<file path="src/hdl/assert_macros.svh">
// ----------------------------------------------------------------------------
// assert_macros.svh
// Clocked assertion shorthands shared by the RTL of the key table search.
// ----------------------------------------------------------------------------
`ifndef ASSERT_MACROS_SVH
`define ASSERT_MACROS_SVH

// The property must hold at every rising edge outside reset.
`define KTS_ASSERT(label, clk_sig, rst_n_sig, prop, msg) \
	label: assert property (@(posedge clk_sig) disable iff (!rst_n_sig) prop) \
		else $error(msg);

// The condition must never be seen at a rising edge outside reset.
`define KTS_ASSERT_NEVER(label, clk_sig, rst_n_sig, cond, msg) \
	label: assert property (@(posedge clk_sig) disable iff (!rst_n_sig) !(cond)) \
		else $error(msg);

`endif

</file>
<file path="src/hdl/kts_pkg.sv">
// ----------------------------------------------------------------------------
// kts_pkg
// Shared widths, codes and types of the key table search.
// ----------------------------------------------------------------------------
`default_nettype none

package kts_pkg;

	localparam int KTS_DEPTH  = 32;
	localparam int KIND_W     = 2;
	localparam int POS_W      = 6;
	localparam int KEY_W      = 32;
	localparam int CNT_W      = 6;
	localparam int APB_ADDR_W = 2;
	localparam int APB_DATA_W = 32;

	localparam logic [CNT_W-1:0]      CNT_RESET        = CNT_W'(32);
	localparam logic [APB_ADDR_W-1:0] ADDR_ENTRY_COUNT = '0;

	localparam logic [KIND_W-1:0] KIND_WRITE = 2'd0;
	localparam logic [KIND_W-1:0] KIND_SEQ   = 2'd1;
	localparam logic [KIND_W-1:0] KIND_BIN   = 2'd2;

	typedef enum logic [1:0] {
		ST_IDLE,
		ST_PROBE,
		ST_CHECK,
		ST_FINISH
	} state_t;

	// Outcome of the shared key comparator.
	typedef struct packed {
		logic eq;
		logic gt;
	} cmp_res_t;

endpackage

`default_nettype wire

</file>
<file path="src/hdl/kts_if.sv">
// ----------------------------------------------------------------------------
// kts_if
// Valid/ready channels of the key table search: requests in, results out.
// ----------------------------------------------------------------------------
`default_nettype none

interface kts_item_if;
	logic                                valid;
	logic                                ready;
	logic [kts_pkg::KIND_W-1:0]          kind;
	logic [kts_pkg::POS_W-1:0]           position;
	logic signed [kts_pkg::KEY_W-1:0]    key_value;

	modport source (output valid, kind, position, key_value, input ready);
	modport sink   (input valid, kind, position, key_value, output ready);
endinterface

interface kts_result_if;
	logic                        valid;
	logic                        ready;
	logic [kts_pkg::POS_W-1:0]   found_position;

	modport source (output valid, found_position, input ready);
	modport sink   (input valid, found_position, output ready);
endinterface

`default_nettype wire

</file>
<file path="src/hdl/kts_ram.sv">
// ----------------------------------------------------------------------------
// kts_ram
// Generic simple dual-port RAM, one write and one registered read per cycle.
// ----------------------------------------------------------------------------
`default_nettype none

module kts_ram #(
	parameter int WIDTH = 32,
	parameter int DEPTH = 32,
	localparam int AW   = (DEPTH > 1) ? $clog2(DEPTH) : 1
) (
	input  wire logic             clk,
	input  wire logic             wr_en,
	input  wire logic [AW-1:0]    wr_addr,
	input  wire logic [WIDTH-1:0] wr_data,
	input  wire logic             rd_en,
	input  wire logic [AW-1:0]    rd_addr,
	output logic      [WIDTH-1:0] rd_data
);

	logic [WIDTH-1:0] mem_q [DEPTH];

	always_ff @(posedge clk) begin
		if (wr_en) begin
			mem_q[wr_addr] <= wr_data;
		end
		if (rd_en) begin
			rd_data <= mem_q[rd_addr];
		end
	end

endmodule

`default_nettype wire

</file>
<file path="src/hdl/kts_cmp.sv">
// ----------------------------------------------------------------------------
// kts_cmp
// Shared key comparator: equality and signed greater-than of entry vs key.
// ----------------------------------------------------------------------------
`default_nettype none

module kts_cmp (
	input  wire logic signed [kts_pkg::KEY_W-1:0] entry,
	input  wire logic signed [kts_pkg::KEY_W-1:0] key,
	output kts_pkg::cmp_res_t                     res
);

	assign res.eq = (entry == key);
	assign res.gt = (entry > key);

endmodule

`default_nettype wire

</file>
<file path="src/hdl/kts_engine.sv">
// ----------------------------------------------------------------------------
// kts_engine
// Sequencer that owns the key RAM and runs both searches through one
// comparator, one RAM read per probe.
// ----------------------------------------------------------------------------
`default_nettype none

module kts_engine #(
	parameter int DEPTH = kts_pkg::KTS_DEPTH
) (
	input  wire logic                               clk,
	input  wire logic                               arst_n,
	input  wire logic [kts_pkg::CNT_W-1:0]          entry_count,
	input  wire logic                               in_valid,
	output logic                                    in_ready,
	input  wire logic [kts_pkg::KIND_W-1:0]         in_kind,
	input  wire logic [kts_pkg::POS_W-1:0]          in_position,
	input  wire logic signed [kts_pkg::KEY_W-1:0]   in_key,
	output logic                                    out_valid,
	input  wire logic                               out_ready,
	output logic [kts_pkg::POS_W-1:0]               out_position
);

	localparam int IDX_W = (DEPTH > 1) ? $clog2(DEPTH) : 1;
	// Probe positions run 0..DEPTH+1 (low may pass high by one).
	localparam int PW    = $clog2(DEPTH + 2);
	localparam int CMP_W = (PW > kts_pkg::POS_W) ? PW : kts_pkg::POS_W;

	kts_pkg::state_t state_q, state_d;

	logic [PW-1:0]                   pos_q, pos_d;
	logic [PW-1:0]                   low_q, low_d;
	logic [PW-1:0]                   high_q, high_d;
	logic [PW-1:0]                   res_q, res_d;
	logic                            bin_q;
	logic signed [kts_pkg::KEY_W-1:0] key_q;
	logic                            out_valid_q;
	logic [kts_pkg::POS_W-1:0]       out_pos_q;

	logic                            accept;
	logic                            rd_en;
	logic                            wr_en;
	logic [IDX_W-1:0]                rd_addr;
	logic [IDX_W-1:0]                wr_addr;
	logic signed [kts_pkg::KEY_W-1:0] rd_data;
	kts_pkg::cmp_res_t               cmp;

	logic [CMP_W-1:0]                cnt_ext;
	logic [CMP_W-1:0]                wpos_ext;
	logic [CMP_W-1:0]                wpos_m1;
	logic [CMP_W-1:0]                res_ext;
	logic [PW-1:0]                   active;
	logic [PW-1:0]                   mid;
	logic [PW-1:0]                   pos_m1;
	logic                            wpos_ok;
	logic                            out_free;

	// Count above DEPTH saturates to DEPTH.
	assign cnt_ext  = CMP_W'(entry_count);
	assign active   = (cnt_ext > CMP_W'(DEPTH)) ? PW'(DEPTH) : cnt_ext[PW-1:0];

	assign wpos_ext = CMP_W'(in_position);
	assign wpos_ok  = (wpos_ext != '0) && (wpos_ext <= CMP_W'(DEPTH));
	assign wpos_m1  = wpos_ext - CMP_W'(1);
	assign wr_addr  = wpos_m1[IDX_W-1:0];

	assign mid      = low_q + ((high_q - low_q) >> 1);
	assign pos_m1   = pos_d - PW'(1);
	assign rd_addr  = pos_m1[IDX_W-1:0];

	assign in_ready = (state_q == kts_pkg::ST_IDLE);
	assign accept   = in_valid && in_ready;
	assign out_free = !out_valid_q || out_ready;

	kts_ram #(
		.WIDTH (kts_pkg::KEY_W),
		.DEPTH (DEPTH)
	) u_ram (
		.clk     (clk),
		.wr_en   (wr_en),
		.wr_addr (wr_addr),
		.wr_data (in_key),
		.rd_en   (rd_en),
		.rd_addr (rd_addr),
		.rd_data (rd_data)
	);

	kts_cmp u_cmp (
		.entry (rd_data),
		.key   (key_q),
		.res   (cmp)
	);

	always_ff @(posedge clk or negedge arst_n) begin
		if (!arst_n) begin
			state_q     <= kts_pkg::ST_IDLE;
			out_valid_q <= 1'b0;
		end else begin
			state_q <= state_d;
			if (state_q == kts_pkg::ST_FINISH && out_free) begin
				out_valid_q <= 1'b1;
			end else if (out_ready) begin
				out_valid_q <= 1'b0;
			end
		end
	end

	always_ff @(posedge clk) begin
		pos_q  <= pos_d;
		low_q  <= low_d;
		high_q <= high_d;
		res_q  <= res_d;
		if (accept) begin
			key_q <= in_key;
			bin_q <= (in_kind == kts_pkg::KIND_BIN);
		end
		if (state_q == kts_pkg::ST_FINISH && out_free) begin
			out_pos_q <= res_ext[kts_pkg::POS_W-1:0];
		end
	end

	assign res_ext = CMP_W'(res_q);

	// The RAM is read at pos_d, so the data seen in CHECK belongs to pos_q.
	always_comb begin
		state_d = state_q;
		pos_d   = pos_q;
		low_d   = low_q;
		high_d  = high_q;
		res_d   = res_q;
		rd_en   = 1'b0;
		wr_en   = 1'b0;
		case (state_q)
			kts_pkg::ST_IDLE: begin
				if (in_valid) begin
					case (in_kind)
						kts_pkg::KIND_WRITE: begin
							wr_en = wpos_ok;
						end
						kts_pkg::KIND_SEQ: begin
							if (active == '0) begin
								res_d   = '0;
								state_d = kts_pkg::ST_FINISH;
							end else begin
								pos_d   = active;
								rd_en   = 1'b1;
								state_d = kts_pkg::ST_CHECK;
							end
						end
						kts_pkg::KIND_BIN: begin
							low_d   = PW'(1);
							high_d  = active;
							state_d = kts_pkg::ST_PROBE;
						end
						default: begin
							state_d = kts_pkg::ST_IDLE;
						end
					endcase
				end
			end
			kts_pkg::ST_PROBE: begin
				if (low_q > high_q) begin
					res_d   = '0;
					state_d = kts_pkg::ST_FINISH;
				end else begin
					pos_d   = mid;
					rd_en   = 1'b1;
					state_d = kts_pkg::ST_CHECK;
				end
			end
			kts_pkg::ST_CHECK: begin
				if (cmp.eq) begin
					res_d   = pos_q;
					state_d = kts_pkg::ST_FINISH;
				end else if (!bin_q) begin
					if (pos_q == PW'(1)) begin
						res_d   = '0;
						state_d = kts_pkg::ST_FINISH;
					end else begin
						pos_d = pos_q - PW'(1);
						rd_en = 1'b1;
					end
				end else begin
					if (cmp.gt) begin
						high_d = pos_q - PW'(1);
					end else begin
						low_d = pos_q + PW'(1);
					end
					state_d = kts_pkg::ST_PROBE;
				end
			end
			kts_pkg::ST_FINISH: begin
				if (out_free) begin
					state_d = kts_pkg::ST_IDLE;
				end
			end
			default: begin
				state_d = kts_pkg::ST_IDLE;
			end
		endcase
	end

	assign out_valid    = out_valid_q;
	assign out_position = out_pos_q;

endmodule

`default_nettype wire

</file>
<file path="src/hdl/key_table_search.sv">
// ----------------------------------------------------------------------------
// key_table_search
// Key table with a sequential and a binary search, one RAM read per probe.
// ----------------------------------------------------------------------------
//  channel  | dir | handshake      | payload
//  item     | in  | valid / ready  | kind, position, key_value
//  result   | out | valid / ready  | found_position
//  apb      | in  | psel / penable | entry_count at byte address 0
//
// A write or an unused kind leaves the request side ready. A sequential
// search scans down from the last entry through at most entry_count
// entries. A binary search alternates PROBE and CHECK, ending in PROBE when
// none matches. A waiting result stalls only the next search to complete.
// Reset clears control state only; the table holds no data until written.
// ----------------------------------------------------------------------------
`default_nettype none

`include "assert_macros.svh"

module key_table_search #(
	parameter int DEPTH = kts_pkg::KTS_DEPTH
) (
	input  wire logic                               clk,
	input  wire logic                               arst_n,
	input  wire logic                               psel,
	input  wire logic                               penable,
	input  wire logic                               pwrite,
	input  wire logic [kts_pkg::APB_ADDR_W-1:0]     paddr,
	input  wire logic [kts_pkg::APB_DATA_W-1:0]     pwdata,
	output logic      [kts_pkg::APB_DATA_W-1:0]     prdata,
	output logic                                    pready,
	kts_item_if.sink                                item,
	kts_result_if.source                            result
);

	logic [kts_pkg::CNT_W-1:0] entry_count_q;
	logic                      cfg_wr;

	assign pready = 1'b1;
	assign cfg_wr = psel && penable && pwrite && (paddr == kts_pkg::ADDR_ENTRY_COUNT);

	always_ff @(posedge clk or negedge arst_n) begin
		if (!arst_n) begin
			entry_count_q <= kts_pkg::CNT_RESET;
		end else if (cfg_wr) begin
			entry_count_q <= pwdata[kts_pkg::CNT_W-1:0];
		end
	end

	assign prdata = (paddr == kts_pkg::ADDR_ENTRY_COUNT) ?
		kts_pkg::APB_DATA_W'(entry_count_q) : '0;

	kts_engine #(
		.DEPTH (DEPTH)
	) u_engine (
		.clk          (clk),
		.arst_n       (arst_n),
		.entry_count  (entry_count_q),
		.in_valid     (item.valid),
		.in_ready     (item.ready),
		.in_kind      (item.kind),
		.in_position  (item.position),
		.in_key       (item.key_value),
		.out_valid    (result.valid),
		.out_ready    (result.ready),
		.out_position (result.found_position)
	);

	`KTS_ASSERT(a_cnt_only_by_apb, clk, arst_n, !(psel && penable && pwrite) |=> $stable(entry_count_q), "entry_count changed without an APB write")
	`KTS_ASSERT(a_search_busy, clk, arst_n, (item.valid && item.ready && (item.kind == kts_pkg::KIND_SEQ || item.kind == kts_pkg::KIND_BIN)) |=> !item.ready, "accepted search did not occupy the engine")
	`KTS_ASSERT(a_write_no_stall, clk, arst_n, (item.valid && item.ready && item.kind == kts_pkg::KIND_WRITE) |=> item.ready, "table write stalled the request side")
	`KTS_ASSERT_NEVER(a_result_range, clk, arst_n, result.valid && (int'(result.found_position) > DEPTH), "found position beyond table depth")

endmodule

`default_nettype wire
</file>
<file path="src/flat_wrapper.sv">
// flat-port wrapper written by rule: the top's interface ports become plain ports
module key_table_search_flat 
#(
	parameter int DEPTH = kts_pkg::KTS_DEPTH
)
  (clk, arst_n, psel, penable, pwrite, paddr, pwdata, prdata, pready, item_valid, item_kind, item_position, item_key_value, item_ready, result_valid, result_found_position, result_ready);
  kts_item_if item_i ();
  kts_result_if result_i ();
  input  wire logic clk;
  input  wire logic arst_n;
  input  wire logic psel;
  input  wire logic penable;
  input  wire logic pwrite;
  input  wire logic [kts_pkg::APB_ADDR_W-1:0] paddr;
  input  wire logic [kts_pkg::APB_DATA_W-1:0] pwdata;
  output logic      [kts_pkg::APB_DATA_W-1:0] prdata;
  output logic pready;
  input wire logic [$bits(item_i.valid)-1:0] item_valid;
  input wire logic [$bits(item_i.kind)-1:0] item_kind;
  input wire logic [$bits(item_i.position)-1:0] item_position;
  input wire logic [$bits(item_i.key_value)-1:0] item_key_value;
  output wire logic [$bits(item_i.ready)-1:0] item_ready;
  output wire logic [$bits(result_i.valid)-1:0] result_valid;
  output wire logic [$bits(result_i.found_position)-1:0] result_found_position;
  input wire logic [$bits(result_i.ready)-1:0] result_ready;
  assign item_i.valid = item_valid;
  assign item_i.kind = item_kind;
  assign item_i.position = item_position;
  assign item_i.key_value = item_key_value;
  assign item_ready = item_i.ready;
  assign result_valid = result_i.valid;
  assign result_found_position = result_i.found_position;
  assign result_i.ready = result_ready;
  key_table_search #(.DEPTH(DEPTH)) u_core (.clk(clk), .arst_n(arst_n), .psel(psel), .penable(penable), .pwrite(pwrite), .paddr(paddr), .pwdata(pwdata), .prdata(prdata), .pready(pready), .item(item_i), .result(result_i));
endmodule
</file>
<file path="config.mk">
export PLATFORM = sky130hd
export DESIGN_NAME = key_table_search_flat
export DESIGN_NICKNAME = d
export VERILOG_FILES = /design/src/hdl/kts_pkg.sv /design/src/hdl/kts_if.sv /design/src/hdl/kts_ram.sv /design/src/hdl/kts_cmp.sv /design/src/hdl/kts_engine.sv /design/src/hdl/key_table_search.sv /design/src/flat_wrapper.sv
export VERILOG_INCLUDE_DIRS = /design/src /design/src/hdl
export SDC_FILE = /design/constraint.sdc
export NUM_CORES = 1
export LEC_CHECK = 0
export ABC_CLOCK_PERIOD_IN_PS = 7200
export BUFFER_PORTS_ARGS = -buffer_cell sky130_fd_sc_hd__buf_2
export CORE_ASPECT_RATIO = 0.8
export CORE_MARGIN = 2
export CORE_UTILIZATION = 44
export CTS_BUF_LIST = sky130_fd_sc_hd__clkbuf_2 sky130_fd_sc_hd__clkbuf_4 sky130_fd_sc_hd__clkbuf_8
export CTS_CLUSTER_DIAMETER = 30
export CTS_CLUSTER_SIZE = 25
export DETAILED_ROUTE_END_ITERATION = 8
export PLACE_DENSITY = 0.59
export SYNTH_ARGS = -nofsm -noshare
export SYNTH_HDL_FRONTEND = slang
export SYNTH_HIERARCHICAL = 1
export SYNTH_SLANG_ARGS = --single-unit
export TNS_END_PERCENT = 30
</file>
<file path="constraint.sdc">
create_clock -name clk -period 7.2 [get_ports clk]
set_clock_uncertainty 0.15 [all_clocks]
set_input_delay 1.44 -clock clk [delete_from_list [all_inputs] [get_ports clk]]
set_output_delay 1.44 -clock clk [all_outputs]
set_load 0.01 [all_outputs]
</file>
Word-level counts from Yosys, hierarchy flattened. Memory sizes are Yosys's and may differ from the RTL's. A register that Yosys moved wholly into a read port is not among the register bits. Index checks and enable logic that the tools add are counted.

Register bits: 72. Memory bits (writable): 1024. Bits of input ports: 81. Output and inout port bits: 41. Logic and storage cells: 116. Memories: 1.

Add/sub/neg operators: 6. Magnitude comparators: 4. Eq/ne operators: 21. Muxes and demuxes: 54. Reduce and logical (&&, ||, !) cells: 20.

Memories: u_core.u_engine.u_ram.mem_q (words 32, width 32, rd ports 1, clocked after memory_dff 1, write ports 1, line kts_ram.sv:21) `logic [WIDTH-1:0] mem_q [DEPTH];`.

Operators by type and width (number): $mux 6 (26); $pmux 6 s3 (2); $eq 32x32->1 (1); $gt 32x32->1 (1); $pmux 6 s2 (2); $mux 1 (16); $ne 2x2->1 const B (8); $reduce_and 6->1 (2); $mux 2 (5); $sub 5x1->5 const B (2); $pmux 2 s4 (1); $reduce_and 7->1 (1); $add 6x1->6 const B (1); $add 6x5->6 (1); $eq 2x2->1 const B (3); $eq 6x1->1 const B (1); $gt 6x6->1 (1); $gt 6x6->1 const B (1); $le 6x6->1 const B (1); $logic_and 1x1->1 (6); $logic_not 2->1 (3); $logic_not 6->1 (1); $ne 2x1->1 const B (3); $ne 3x3->1 const B (2); 12 further kinds (14).

Logic depth before layout (Yosys ltp). Gate-level depths: netlist of the first run.

Word-level depth: 8. Mapped depth: 20. Mapped depth without buffers: 18.

By module. The synthesis of the first run kept the hierarchy.

Modules (own cells, without submodules): kts_ram (times used 1, cells an instance 2260, area an instance 40812.9 µm², sequential area each 31710.4 µm²); kts_engine (times used 1, cells an instance 287, area an instance 3438.3 µm², sequential area each 1916.8 µm²); kts_cmp (times used 1, cells an instance 114, area an instance 822.0 µm², sequential area each 0.0 µm²); key_table_search (times used 1, cells an instance 49, area an instance 506.7 µm², sequential area each 151.4 µm²).

Worst setup path after synthesis of the first run. Ideal clock, no wire load.

Kind: input to register. Start: input item_valid. End: memory u_core.u_engine.u_ram.mem_q[28][0] (enable). Setup time: 421 ps. Arrival: 4633 ps. Required time: 6629 ps. Setup slack: 1996 ps. Cell stages on the path: 5. Buffers on the path: 1. Path through: and2_1 > and3_1 > or3b_2 > clkbuf_1 > nor2_1.

Cells in the longest elaborated chain, start to end: 4.

Ends and longest elaborated chain: start, declared (line flat_wrapper.sv:18) `input wire logic [$bits(item_i.valid)-1:0] item_valid;`; $mux 1 (line kts_engine.sv:135) `if (in_valid) begin`; $mux 1 (line kts_engine.sv:133) `case (state_q)`; named net u_core.u_engine.wr_en (line kts_engine.sv:42) `logic wr_en;`; $mux 1 (line kts_ram.sv:24) `if (wr_en) begin`; $mux 1 (implied by the code) (line kts_ram.sv:25) `mem_q[wr_addr] <= wr_data;`; end, declared (line kts_ram.sv:21).

The timed path passes the listed nets, and every way through them passes these cells.

==> flow_summary.html, run 1 <==
<table>
<tr><th>Metric</th><th>Value</th></tr>
<tr><th colspan="2">STA</th></tr>
<tr><td>Total of endpoints with negative setup slack in the final report</td><td>0</td></tr>
<tr><td>RSZ-0062 raised after global routing</td><td>no</td></tr>
<tr><td>Number of hold violations in the final report</td><td>0</td></tr>
<tr><td>F_max</td><td>around 0.16 GHz</td></tr>
<tr><td>Final period demand of the worst path</td><td>between 6000 and 7000 ps</td></tr>
<tr><td>Final clock period utilization by the worst path</td><td>around 89%</td></tr>
<tr><td>Final setup margin</td><td>a little over 800 ps</td></tr>
<tr><td>Worst hold-check slack</td><td>about 270 ps</td></tr>
<tr><td>Setup TNS</td><td>0 ps</td></tr>
<tr><td>Slew margin rel.</td><td>approximately a fifth</td></tr>
<tr><td>Slew at the pin with the worst max-slew slack</td><td>~1200 ps</td></tr>
<tr><td>Slew Limit Fails</td><td>0</td></tr>
<tr><th colspan="2">CTS</th></tr>
<tr><td>CTS Buf Count</td><td>between 150 and 200</td></tr>
<tr><td>Root cell of the clock tree</td><td>sky130_fd_sc_hd__clkbuf_8</td></tr>
<tr><td>CTS clk-pin slew, worst paths</td><td>roughly 70 ps</td></tr>
<tr><td>Post-CTS Hold Fix Bufs</td><td>0</td></tr>
<tr><td>H-Tree Depth</td><td>4</td></tr>
<tr><td>TritonCTS clock tree</td><td>done</td></tr>
<tr><td>Gates resized, CTS repair</td><td>0</td></tr>
<tr><td>Clock latency of the later-clocked register in the worst-skew pair</td><td>860 ps</td></tr>
<tr><td>CTS sink cnt</td><td>roughly 1100</td></tr>
<tr><td>Longest Clk Path Bufs</td><td>3</td></tr>
<tr><td>Number of buffers inserted to repair setup after CTS</td><td>0</td></tr>
<tr><th colspan="2">Placement</th></tr>
<tr><td>Setup slack at placement</td><td>around 950 ps</td></tr>
<tr><td>Final HPWL DP</td><td>between 60 and 70 mm</td></tr>
<tr><td>IO Port Bufs</td><td>68</td></tr>
<tr><td>Placer's final routability congestion estimate</td><td>around 0.81</td></tr>
<tr><th colspan="2">Floorplan</th></tr>
<tr><td>Top Ports</td><td>122</td></tr>
<tr><td>Die area</td><td>~110000 sq um</td></tr>
<tr><td>Initial cell density of the core</td><td>between 40% and 50%</td></tr>
<tr><td>Floorplan Core Area</td><td>a little over 100000 sq um</td></tr>
<tr><td>Width of the die</td><td>~360 um</td></tr>
<tr><td>Die height</td><td>~290 um</td></tr>
<tr><td>Site row count</td><td>105</td></tr>
<tr><th colspan="2">Global route</th></tr>
<tr><td>Number of antenna violations at the first check in global routing</td><td>6</td></tr>
<tr><td>GRT Residual Overflow</td><td>0</td></tr>
<tr><td>Vias in the first global route</td><td>about 25000</td></tr>
<tr><td>Pin count of the biggest net entering global routing</td><td>97</td></tr>
<tr><td>Overall Global Routing Usage</td><td>between 20% and 30%</td></tr>
<tr><td>Wire length of the first global-routing pass</td><td>~170 mm</td></tr>
<tr><th colspan="2">Synthesis</th></tr>
<tr><td>Synthesized area</td><td>roughly 46000 sq um</td></tr>
<tr><td>Post-synth top flop</td><td>sky130_fd_sc_hd__edfxtp_1</td></tr>
<tr><td>Cell types occupying the most area after synthesis</td><td>sky130_fd_sc_hd__edfxtp_1, sky130_fd_sc_hd__mux2i_1, sky130_fd_sc_hd__a22oi_1</td></tr>
<tr><td>Count of state elements after synthesis</td><td>between 1000 and 1500</td></tr>
<tr><td>Post-synthesis sequential area ratio</td><td>about three quarters</td></tr>
<tr><td>Count of synthesis-stage warnings from yosys</td><td>6</td></tr>
<tr><td>Netlist cell types</td><td>a little under 70</td></tr>
<tr><td>Share of async-settable or async-resettable flops after synthesis</td><td>less than 1%</td></tr>
<tr><td>Share of Yosys cell area claimed by the top area cell type</td><td>73.4%</td></tr>
<tr><td>Synthesized netlist cell count</td><td>2710</td></tr>
<tr><td>Number of enable flip-flop cells after synthesis</td><td>1114</td></tr>
<tr><td>Most repeated cell in the gate-level netlist after synthesis</td><td>sky130_fd_sc_hd__edfxtp_1</td></tr>
<tr><td>Post-synthesis average cell area</td><td>roughly 17 sq um</td></tr>
<tr><td>Post-synth top cells</td><td>sky130_fd_sc_hd__edfxtp_1, sky130_fd_sc_hd__mux2i_1, sky130_fd_sc_hd__nand2_1</td></tr>
<tr><td>Post-synthesis cell type with the largest combined area</td><td>sky130_fd_sc_hd__edfxtp_1</td></tr>
<tr><th colspan="2">Routing</th></tr>
<tr><td>DRC Markers</td><td>0</td></tr>
<tr><td>Post-DR vias/cell</td><td>between 5 and 6</td></tr>
<tr><td>First drt pass iteration count</td><td>5</td></tr>
<tr><td>Count of antenna-violating nets left after detailed routing</td><td>0</td></tr>
<tr><td>Drt initial violations</td><td>2872</td></tr>
<tr><td>Drt total wl</td><td>around 120 mm</td></tr>
<tr><td>Wire per inst</td><td>between 20 and 30 um</td></tr>
<tr><td>Total via count after detailed routing</td><td>about 25000</td></tr>
<tr><th colspan="2">Setup path</th></tr>
<tr><td>Top fanout value on the critical path</td><td>39</td></tr>
<tr><td>First element of the critical path</td><td>u_core/u_engine/u_ram/rd_data[14]$_DFFE_PP_</td></tr>
<tr><td>Worst Path Class, Setup</td><td>flop to flop</td></tr>
<tr><td>Destination of the worst register-to-register timing path</td><td>u_core/u_engine/u_ram/rd_data[2]$_DFFE_PP_</td></tr>
<tr><td>Logic depth of the worst register-to-register path</td><td>18</td></tr>
<tr><td>Kind of start point of the critical path</td><td>flop</td></tr>
<tr><td>Required time of the critical path</td><td>between 7000 and 8000 ps</td></tr>
<tr><td>Worst reg2reg startpoint</td><td>u_core/u_engine/u_ram/rd_data[14]$_DFFE_PP_</td></tr>
<tr><td>Reg-to-reg setup timing slack</td><td>roughly 810 ps</td></tr>
<tr><td>Critical Path End Type</td><td>flop</td></tr>
<tr><td>Crit path DAT</td><td>slightly below 7000 ps</td></tr>
<tr><td>Last element of the critical path</td><td>u_core/u_engine/u_ram/rd_data[2]$_DFFE_PP_</td></tr>
<tr><th colspan="2">Worst hold path</th></tr>
<tr><td>Hold Crit Class</td><td>flop to flop</td></tr>
<tr><th colspan="2">Final layout</th></tr>
<tr><td>Layout cell share with drive strength beyond 1</td><td>a little under a fifth</td></tr>
<tr><td>Final-layout fill cell count</td><td>around 8400</td></tr>
<tr><td>Net count of the finished layout</td><td>between 3000 and 4000</td></tr>
<tr><td>Final core area utilization</td><td>51.0%</td></tr>
<tr><td>Area growth, synth to finish</td><td>14.9%</td></tr>
<tr><th colspan="2">Outcome</th></tr>
<tr><td>Result of the run</td><td>completed</td></tr>
<tr><th colspan="2">Run</th></tr>
<tr><td>Max-capacitance violation count</td><td>0</td></tr>
</table>
[how the worst min path moves through the flow]
stage	depth (start not counted)	to	start	slack, ps
finish	0	u_core/u_engine/out_position[0]$_DFFE_PP_	u_core/u_engine/res_ext[0]$_SDFFCE_PN0P_	270
global route	1	u_core/u_engine/out_valid$_DFFE_PN0P_	arst_n	250
CTS	1	u_core/entry_count_q[2]$_DFFE_PN0P_	arst_n	200
detailed placement	0	u_core/u_engine/out_position[0]$_DFFE_PP_	u_core/u_engine/res_ext[0]$_SDFFCE_PN0P_	260
global placement	0	u_core/u_engine/out_position[0]$_DFFE_PP_	u_core/u_engine/res_ext[0]$_SDFFCE_PN0P_	260
floorplan	0	u_core/u_engine/out_position[0]$_DFFE_PP_	u_core/u_engine/res_ext[0]$_SDFFCE_PN0P_	250
[layer usage]
layer	global-route usage, %	vias up	wire length (um)
met2	33.4	916	53400
met5	0	-	13
met3	4.17	174	8380
met4	5.80	2	2020
li1	-	11000	-
met1	32.6	13100	53000
[cells by family (layout without fill, tap and decap cells)]
| kind of cell | count (synthesis) | in the layout | share of synthesized area [%] |
|---|---|---|---|
| buf+inv | 221 | 557 | 2.70 |
| mux | 522 | 522 | 11.5 |
| compound gates | 365 | 365 | 5.51 |
| flops | 1128 | 1128 | 74.1 |
| fa+ha+maj | 54 | 54 | 1.52 |
| other cells | 2 | 30 | 0.0165 |
| simple gates | 394 | 394 | 4.20 |
| xor+xnor | 24 | 24 | 0.461 |
[final cells by class]
cell class                 instances  area, sq um  share of cell area (%)
multi-input combinational       1386        10900                    20.9
timing repair buffer             157         1260                    2.40
clock inverter                   129         1590                    3.03
inverter                          56          218                   0.416
antenna                            3         7.51                  0.0143
sequential                      1128        33800                    64.5
tap                             1391         1740                    3.32
clock buffer                     215         2820                    5.39
[registers in the layout, summed over array words and instances (netlist names)]
| signal | flops |
|---|---|
| u_core/u_engine/state_q | 2 |
| u_core/u_engine/key_q | 32 |
| u_core/u_engine/pos_q | 6 |
| u_core/u_engine/out_position | 6 |
| u_core/u_engine/high_q | 6 |
| u_core/u_engine/u_ram/rd_data | 32 |
| u_core/u_engine/low_q | 6 |
| u_core/u_engine/bin_q | 1 |
| u_core/u_engine/out_valid | 1 |
| u_core/u_engine/res_ext | 6 |
| u_core/u_engine/u_ram/mem_q | 1024 |
| u_core/entry_count_q | 6 |
[cells in the final DEF, fill, tap and decap left out, types with 34 or more instances in the layout]
cell type | synthesis | final
sky130_fd_sc_hd__edfxtp_1 | 1114 | 1114
sky130_fd_sc_hd__mux2i_1 | 516 | 516
sky130_fd_sc_hd__clkbuf_8 | 0 | 193
sky130_fd_sc_hd__nand2_1 | 124 | 123
sky130_fd_sc_hd__a21oi_1 | 120 | 119
sky130_fd_sc_hd__nand3_1 | 105 | 105
sky130_fd_sc_hd__a22oi_1 | 97 | 97
sky130_fd_sc_hd__buf_4 | 61 | 69
sky130_fd_sc_hd__buf_2 | 31 | 68
sky130_fd_sc_hd__a22o_1 | 64 | 64
sky130_fd_sc_hd__inv_1 | 55 | 54
sky130_fd_sc_hd__ha_1 | 52 | 52
sky130_fd_sc_hd__nor3_1 | 40 | 40
sky130_fd_sc_hd__a31oi_1 | 36 | 36
sky130_fd_sc_hd__nor2_4 | 1 | 34
[metrics by stage]
step,instances,cell area [sq um]
5_1_grt,4465,52400
3_5_place_dp,4118,47900
3_3_place_gp,4118,47900
6_report,4465,52400
2_1_floorplan,2735,45700
4_1_cts,4462,52400
[critical path: stages (launching register included)]
cell	delay (ps)
sky130_fd_sc_hd__edfxtp_1	420
sky130_fd_sc_hd__ha_1	350
sky130_fd_sc_hd__nand4_1	230
sky130_fd_sc_hd__nor4_1	1030
sky130_fd_sc_hd__and3_1	410
sky130_fd_sc_hd__nor2_1	120
sky130_fd_sc_hd__o21ai_4	150
sky130_fd_sc_hd__xnor2_1	160
sky130_fd_sc_hd__nand2_1	80
sky130_fd_sc_hd__o221ai_2	230
sky130_fd_sc_hd__inv_8	240
sky130_fd_sc_hd__ha_1	330
sky130_fd_sc_hd__xnor2_1	520
sky130_fd_sc_hd__and2_4	560
sky130_fd_sc_hd__buf_12	230
sky130_fd_sc_hd__a22o_1	170
sky130_fd_sc_hd__nor3_1	50
sky130_fd_sc_hd__a31oi_1	470
sky130_fd_sc_hd__nand3_1	140
Power of run 1 is left out: the tool's default activity adds up to more than one toggle a clock period on the data nets, which glitch-free logic cannot reach.
==> inputs of run 2 (changes only) <==
--- a/config.mk
+++ b/config.mk
@@ -6,7 +6,7 @@
 export SDC_FILE = /design/constraint.sdc
 export NUM_CORES = 1
 export LEC_CHECK = 0
-export ABC_CLOCK_PERIOD_IN_PS = 7200
+export ABC_CLOCK_PERIOD_IN_PS = 6350
 export BUFFER_PORTS_ARGS = -buffer_cell sky130_fd_sc_hd__buf_2
 export CORE_ASPECT_RATIO = 0.8
 export CORE_MARGIN = 2
@@ -15,7 +15,7 @@
 export CTS_CLUSTER_DIAMETER = 30
 export CTS_CLUSTER_SIZE = 25
 export DETAILED_ROUTE_END_ITERATION = 8
-export PLACE_DENSITY = 0.59
+export PLACE_DENSITY = 0.61
 export SYNTH_ARGS = -nofsm -noshare
 export SYNTH_HDL_FRONTEND = slang
 export SYNTH_HIERARCHICAL = 1
==> constraint.sdc (replaced) <==
create_clock -name clk -period 6.35 [get_ports clk]
set_clock_uncertainty 0.15 [all_clocks]
set_input_delay 1.27 -clock clk [delete_from_list [all_inputs] [get_ports clk]]
set_output_delay 1.27 -clock clk [all_outputs]
set_load 0.01 [all_outputs]
==> run 2 against run 1 <==
Against the previous run: critical endpoint is now u_core/u_engine/u_ram/rd_data[28]$_DFFE_PP_; sequential cell count did not move; sequential share of layout area fell by 0.27 points; wire length fell by 2.1%; largest cell class unchanged; register-to-register slack got worse by 80 ps; critical path depth rose by 1.
==> flow_summary.html, run 2 (synthesis gave the netlist of run 1 again) <==
<table>
<tr><th>Metric</th><th>Value</th></tr>
<tr><th colspan="2">Placement</th></tr>
<tr><td>IO Port Bufs</td><td>68 (unchanged)</td></tr>
<tr><td>Final HPWL DP</td><td>62.9 mm (-4.2%)</td></tr>
<tr><td>Placer's final routability congestion estimate</td><td>0.842 (+3.6%)</td></tr>
<tr><td>Total instance count after detailed placement</td><td>4126 (+0.19%)</td></tr>
<tr><th colspan="2">Floorplan</th></tr>
<tr><td>Initial cell density of the core</td><td>44.4% (unchanged)</td></tr>
<tr><td>Die height</td><td>292 um (unchanged)</td></tr>
<tr><td>Top Ports</td><td>122 (unchanged)</td></tr>
<tr><td>Width of the die</td><td>364 um (unchanged)</td></tr>
<tr><td>Site row count</td><td>105 (unchanged)</td></tr>
<tr><td>Floorplan Core Area</td><td>103000 sq um (unchanged)</td></tr>
<tr><td>Die area</td><td>106000 sq um (unchanged)</td></tr>
<tr><th colspan="2">CTS</th></tr>
<tr><td>H-Tree Depth</td><td>4 (unchanged)</td></tr>
<tr><td>Number of buffers inserted to repair setup after CTS</td><td>0 (unchanged)</td></tr>
<tr><td>CTS Buf Count</td><td>187 (+1.1%)</td></tr>
<tr><td>Post-CTS Hold Fix Bufs</td><td>1 (+1)</td></tr>
<tr><td>CTS sink cnt</td><td>1128 (unchanged)</td></tr>
<tr><td>Clock latency of the later-clocked register in the worst-skew pair</td><td>890 ps (+30 ps)</td></tr>
<tr><td>Longest Clk Path Bufs</td><td>3 (unchanged)</td></tr>
<tr><td>TritonCTS clock tree</td><td>done</td></tr>
<tr><td>Gates resized, CTS repair</td><td>0 (unchanged)</td></tr>
<tr><td>Root cell of the clock tree</td><td>sky130_fd_sc_hd__clkbuf_8</td></tr>
<tr><td>CTS clk-pin slew, worst paths</td><td>70 ps (about the same)</td></tr>
<tr><th colspan="2">Setup path</th></tr>
<tr><td>First element of the critical path</td><td>u_core/u_engine/u_ram/rd_data[14]$_DFFE_PP_</td></tr>
<tr><td>Reg-to-reg setup timing slack</td><td>730 ps (-80 ps)</td></tr>
<tr><td>Critical Path End Type</td><td>flop</td></tr>
<tr><td>Logic depth of the worst register-to-register path</td><td>19 (+1)</td></tr>
<tr><td>Required time of the critical path</td><td>6800 ps (-820 ps)</td></tr>
<tr><td>Last element of the critical path</td><td>u_core/u_engine/u_ram/rd_data[28]$_DFFE_PP_</td></tr>
<tr><td>Kind of start point of the critical path</td><td>flop</td></tr>
<tr><td>Worst Path Class, Setup</td><td>flop to flop</td></tr>
<tr><td>Destination of the worst register-to-register timing path</td><td>u_core/u_engine/u_ram/rd_data[28]$_DFFE_PP_</td></tr>
<tr><td>Worst reg2reg startpoint</td><td>u_core/u_engine/u_ram/rd_data[14]$_DFFE_PP_</td></tr>
<tr><td>Crit path DAT</td><td>6060 ps (-750 ps)</td></tr>
<tr><td>Top fanout value on the critical path</td><td>22 (-44%)</td></tr>
<tr><th colspan="2">STA</th></tr>
<tr><td>Final clock period utilization by the worst path</td><td>88.4% (-0.28 points)</td></tr>
<tr><td>Setup TNS</td><td>0 ps (unchanged)</td></tr>
<tr><td>Total of endpoints with negative setup slack in the final report</td><td>0 (unchanged)</td></tr>
<tr><td>Slew Limit Fails</td><td>0 (unchanged)</td></tr>
<tr><td>Slew at the pin with the worst max-slew slack</td><td>1070 ps (-106 ps)</td></tr>
<tr><td>F_max</td><td>0.178 GHz (+14%)</td></tr>
<tr><td>Slew margin rel.</td><td>28.4% (+7.3 points)</td></tr>
<tr><td>Worst hold-check slack</td><td>270 ps (-0.739 ps)</td></tr>
<tr><td>Final period demand of the worst path</td><td>5620 ps (-772 ps)</td></tr>
<tr><td>Number of hold violations in the final report</td><td>0 (unchanged)</td></tr>
<tr><td>RSZ-0062 raised after global routing</td><td>no</td></tr>
<tr><th colspan="2">Worst hold path</th></tr>
<tr><td>Hold Path Stages</td><td>0 (unchanged)</td></tr>
<tr><td>Hold Crit Class</td><td>flop to flop</td></tr>
<tr><th colspan="2">Final layout</th></tr>
<tr><td>Register containing the most flip-flops in the final layout</td><td>u_core/u_engine/u_ram/mem_q</td></tr>
<tr><td>Most common library cell in the layout ignoring fill and taps</td><td>sky130_fd_sc_hd__edfxtp_1</td></tr>
<tr><td>Number of flip-flops under the largest register name</td><td>1024 (unchanged)</td></tr>
<tr><td>Most frequent cells in the layout</td><td>sky130_fd_sc_hd__edfxtp_1, sky130_fd_sc_hd__mux2i_1, sky130_fd_sc_hd__clkbuf_8</td></tr>
<tr><td>Layout cell share with drive strength beyond 1</td><td>18.5% (+0.23 points)</td></tr>
<tr><td>Net count of the finished layout</td><td>3060 (+0.36%)</td></tr>
<tr><td>Number of standard cells in the layout, taps in and fillers out</td><td>4481 (+0.36%)</td></tr>
<tr><td>Area growth, synth to finish</td><td>15.4%</td></tr>
<tr><td>Largest registers</td><td>u_core/u_engine/u_ram/mem_q x1024, u_core/u_engine/key_q x32, u_core/u_engine/u_ram/rd_data x32</td></tr>
<tr><th colspan="2">Global route</th></tr>
<tr><td>Wire length of the first global-routing pass</td><td>165 mm (-2.2%)</td></tr>
<tr><td>Pin count of the biggest net entering global routing</td><td>131 (+35%)</td></tr>
<tr><td>Number of antenna violations at the first check in global routing</td><td>6 (unchanged)</td></tr>
<tr><td>Overall Global Routing Usage</td><td>21.4% (-0.54 points)</td></tr>
<tr><td>GRT Residual Overflow</td><td>0 (unchanged)</td></tr>
<tr><td>Vias in the first global route</td><td>25000 (+0.75%)</td></tr>
<tr><th colspan="2">Outcome</th></tr>
<tr><td>Result of the run</td><td>completed</td></tr>
<tr><th colspan="2">Routing</th></tr>
<tr><td>Total via count after detailed routing</td><td>25300 (+0.38%)</td></tr>
<tr><td>Wire per inst</td><td>25.5 um (-2.4%)</td></tr>
<tr><td>Drt initial violations</td><td>2469 (-14%)</td></tr>
<tr><td>Drt total wl</td><td>114 mm (-2.1%)</td></tr>
<tr><td>DRC Markers</td><td>0 (unchanged)</td></tr>
<tr><td>First drt pass iteration count</td><td>6 (+1)</td></tr>
<tr><td>Post-DR vias/cell</td><td>5.65 (about the same)</td></tr>
<tr><td>Count of antenna-violating nets left after detailed routing</td><td>0 (unchanged)</td></tr>
<tr><th colspan="2">Run</th></tr>
<tr><td>Max-capacitance violation count</td><td>0 (unchanged)</td></tr>
</table>
run 2: worst min-delay path by stage:
stage	startpoint	end	slack, ps
finish	u_core/u_engine/res_ext[1]$_SDFFCE_PN0P_	u_core/u_engine/out_position[1]$_DFFE_PP_	270
global route	u_core/u_engine/res_ext[0]$_SDFFCE_PN0P_	u_core/u_engine/out_position[0]$_DFFE_PP_	290
CTS	u_core/u_engine/res_ext[1]$_SDFFCE_PN0P_	u_core/u_engine/out_position[1]$_DFFE_PP_	270
detailed placement	u_core/u_engine/res_ext[1]$_SDFFCE_PN0P_	u_core/u_engine/out_position[1]$_DFFE_PP_	260
global placement	u_core/u_engine/res_ext[3]$_SDFFCE_PN0P_	u_core/u_engine/out_position[3]$_DFFE_PP_	260
floorplan	u_core/u_engine/res_ext[0]$_SDFFCE_PN0P_	u_core/u_engine/out_position[0]$_DFFE_PP_	250
run 2: cell type report:
class / instances / area [sq um]
clock inverters: 141 / 1630
fillers: 8308 / 50000
multi-input cells: 1386 / 10900
diodes: 3 / 7.51
well taps: 1391 / 1740
clock buffers: 210 / 2750
inverters: 56 / 218
flip-flops and latches: 1128 / 33800
repair buffers: 166 / 1500
run 2: worst max-delay path, stage by stage (launching register included):
cell,delay [ps]
sky130_fd_sc_hd__edfxtp_1,390
sky130_fd_sc_hd__ha_1,340
sky130_fd_sc_hd__nand4_1,170
sky130_fd_sc_hd__nor4_1,780
sky130_fd_sc_hd__and3_1,480
sky130_fd_sc_hd__nor2_1,140
sky130_fd_sc_hd__o21ai_4,170
sky130_fd_sc_hd__xnor2_1,160
sky130_fd_sc_hd__nand2_1,80
sky130_fd_sc_hd__o221ai_2,210
sky130_fd_sc_hd__inv_8,110
sky130_fd_sc_hd__ha_1,250
sky130_fd_sc_hd__xnor2_1,460
sky130_fd_sc_hd__nor2b_4,330
sky130_fd_sc_hd__buf_12,230
sky130_fd_sc_hd__buf_12,240
sky130_fd_sc_hd__a22o_1,160
sky130_fd_sc_hd__nor3_1,40
sky130_fd_sc_hd__a31oi_1,280
sky130_fd_sc_hd__nand3_1,100
run 2: per-stage QoR:
step / cell area (sq um) / util, % / setup WS, ps
2_1_floorplan: 45700 / - / 1320
3_3_place_gp: 48200 / 47.0 / 780
3_5_place_dp: 48200 / 47.0 / 775
4_1_cts: 52600 / 51.2 / 701
5_1_grt: 52600 / 51.2 / 569
6_report: 52600 / 51.2 / 735
run 2: per-layer routing:
| layer | part of all wire, % | GRT usage, % |
|---|---|---|
| met2 | 45 | 32.5 |
| met5 | 0.011 | 0 |
| met1 | 45 | 31.6 |
| met4 | 1.9 | 6.80 |
| met3 | 8.0 | 3.70 |
Power of run 2 is left out for the same reason.
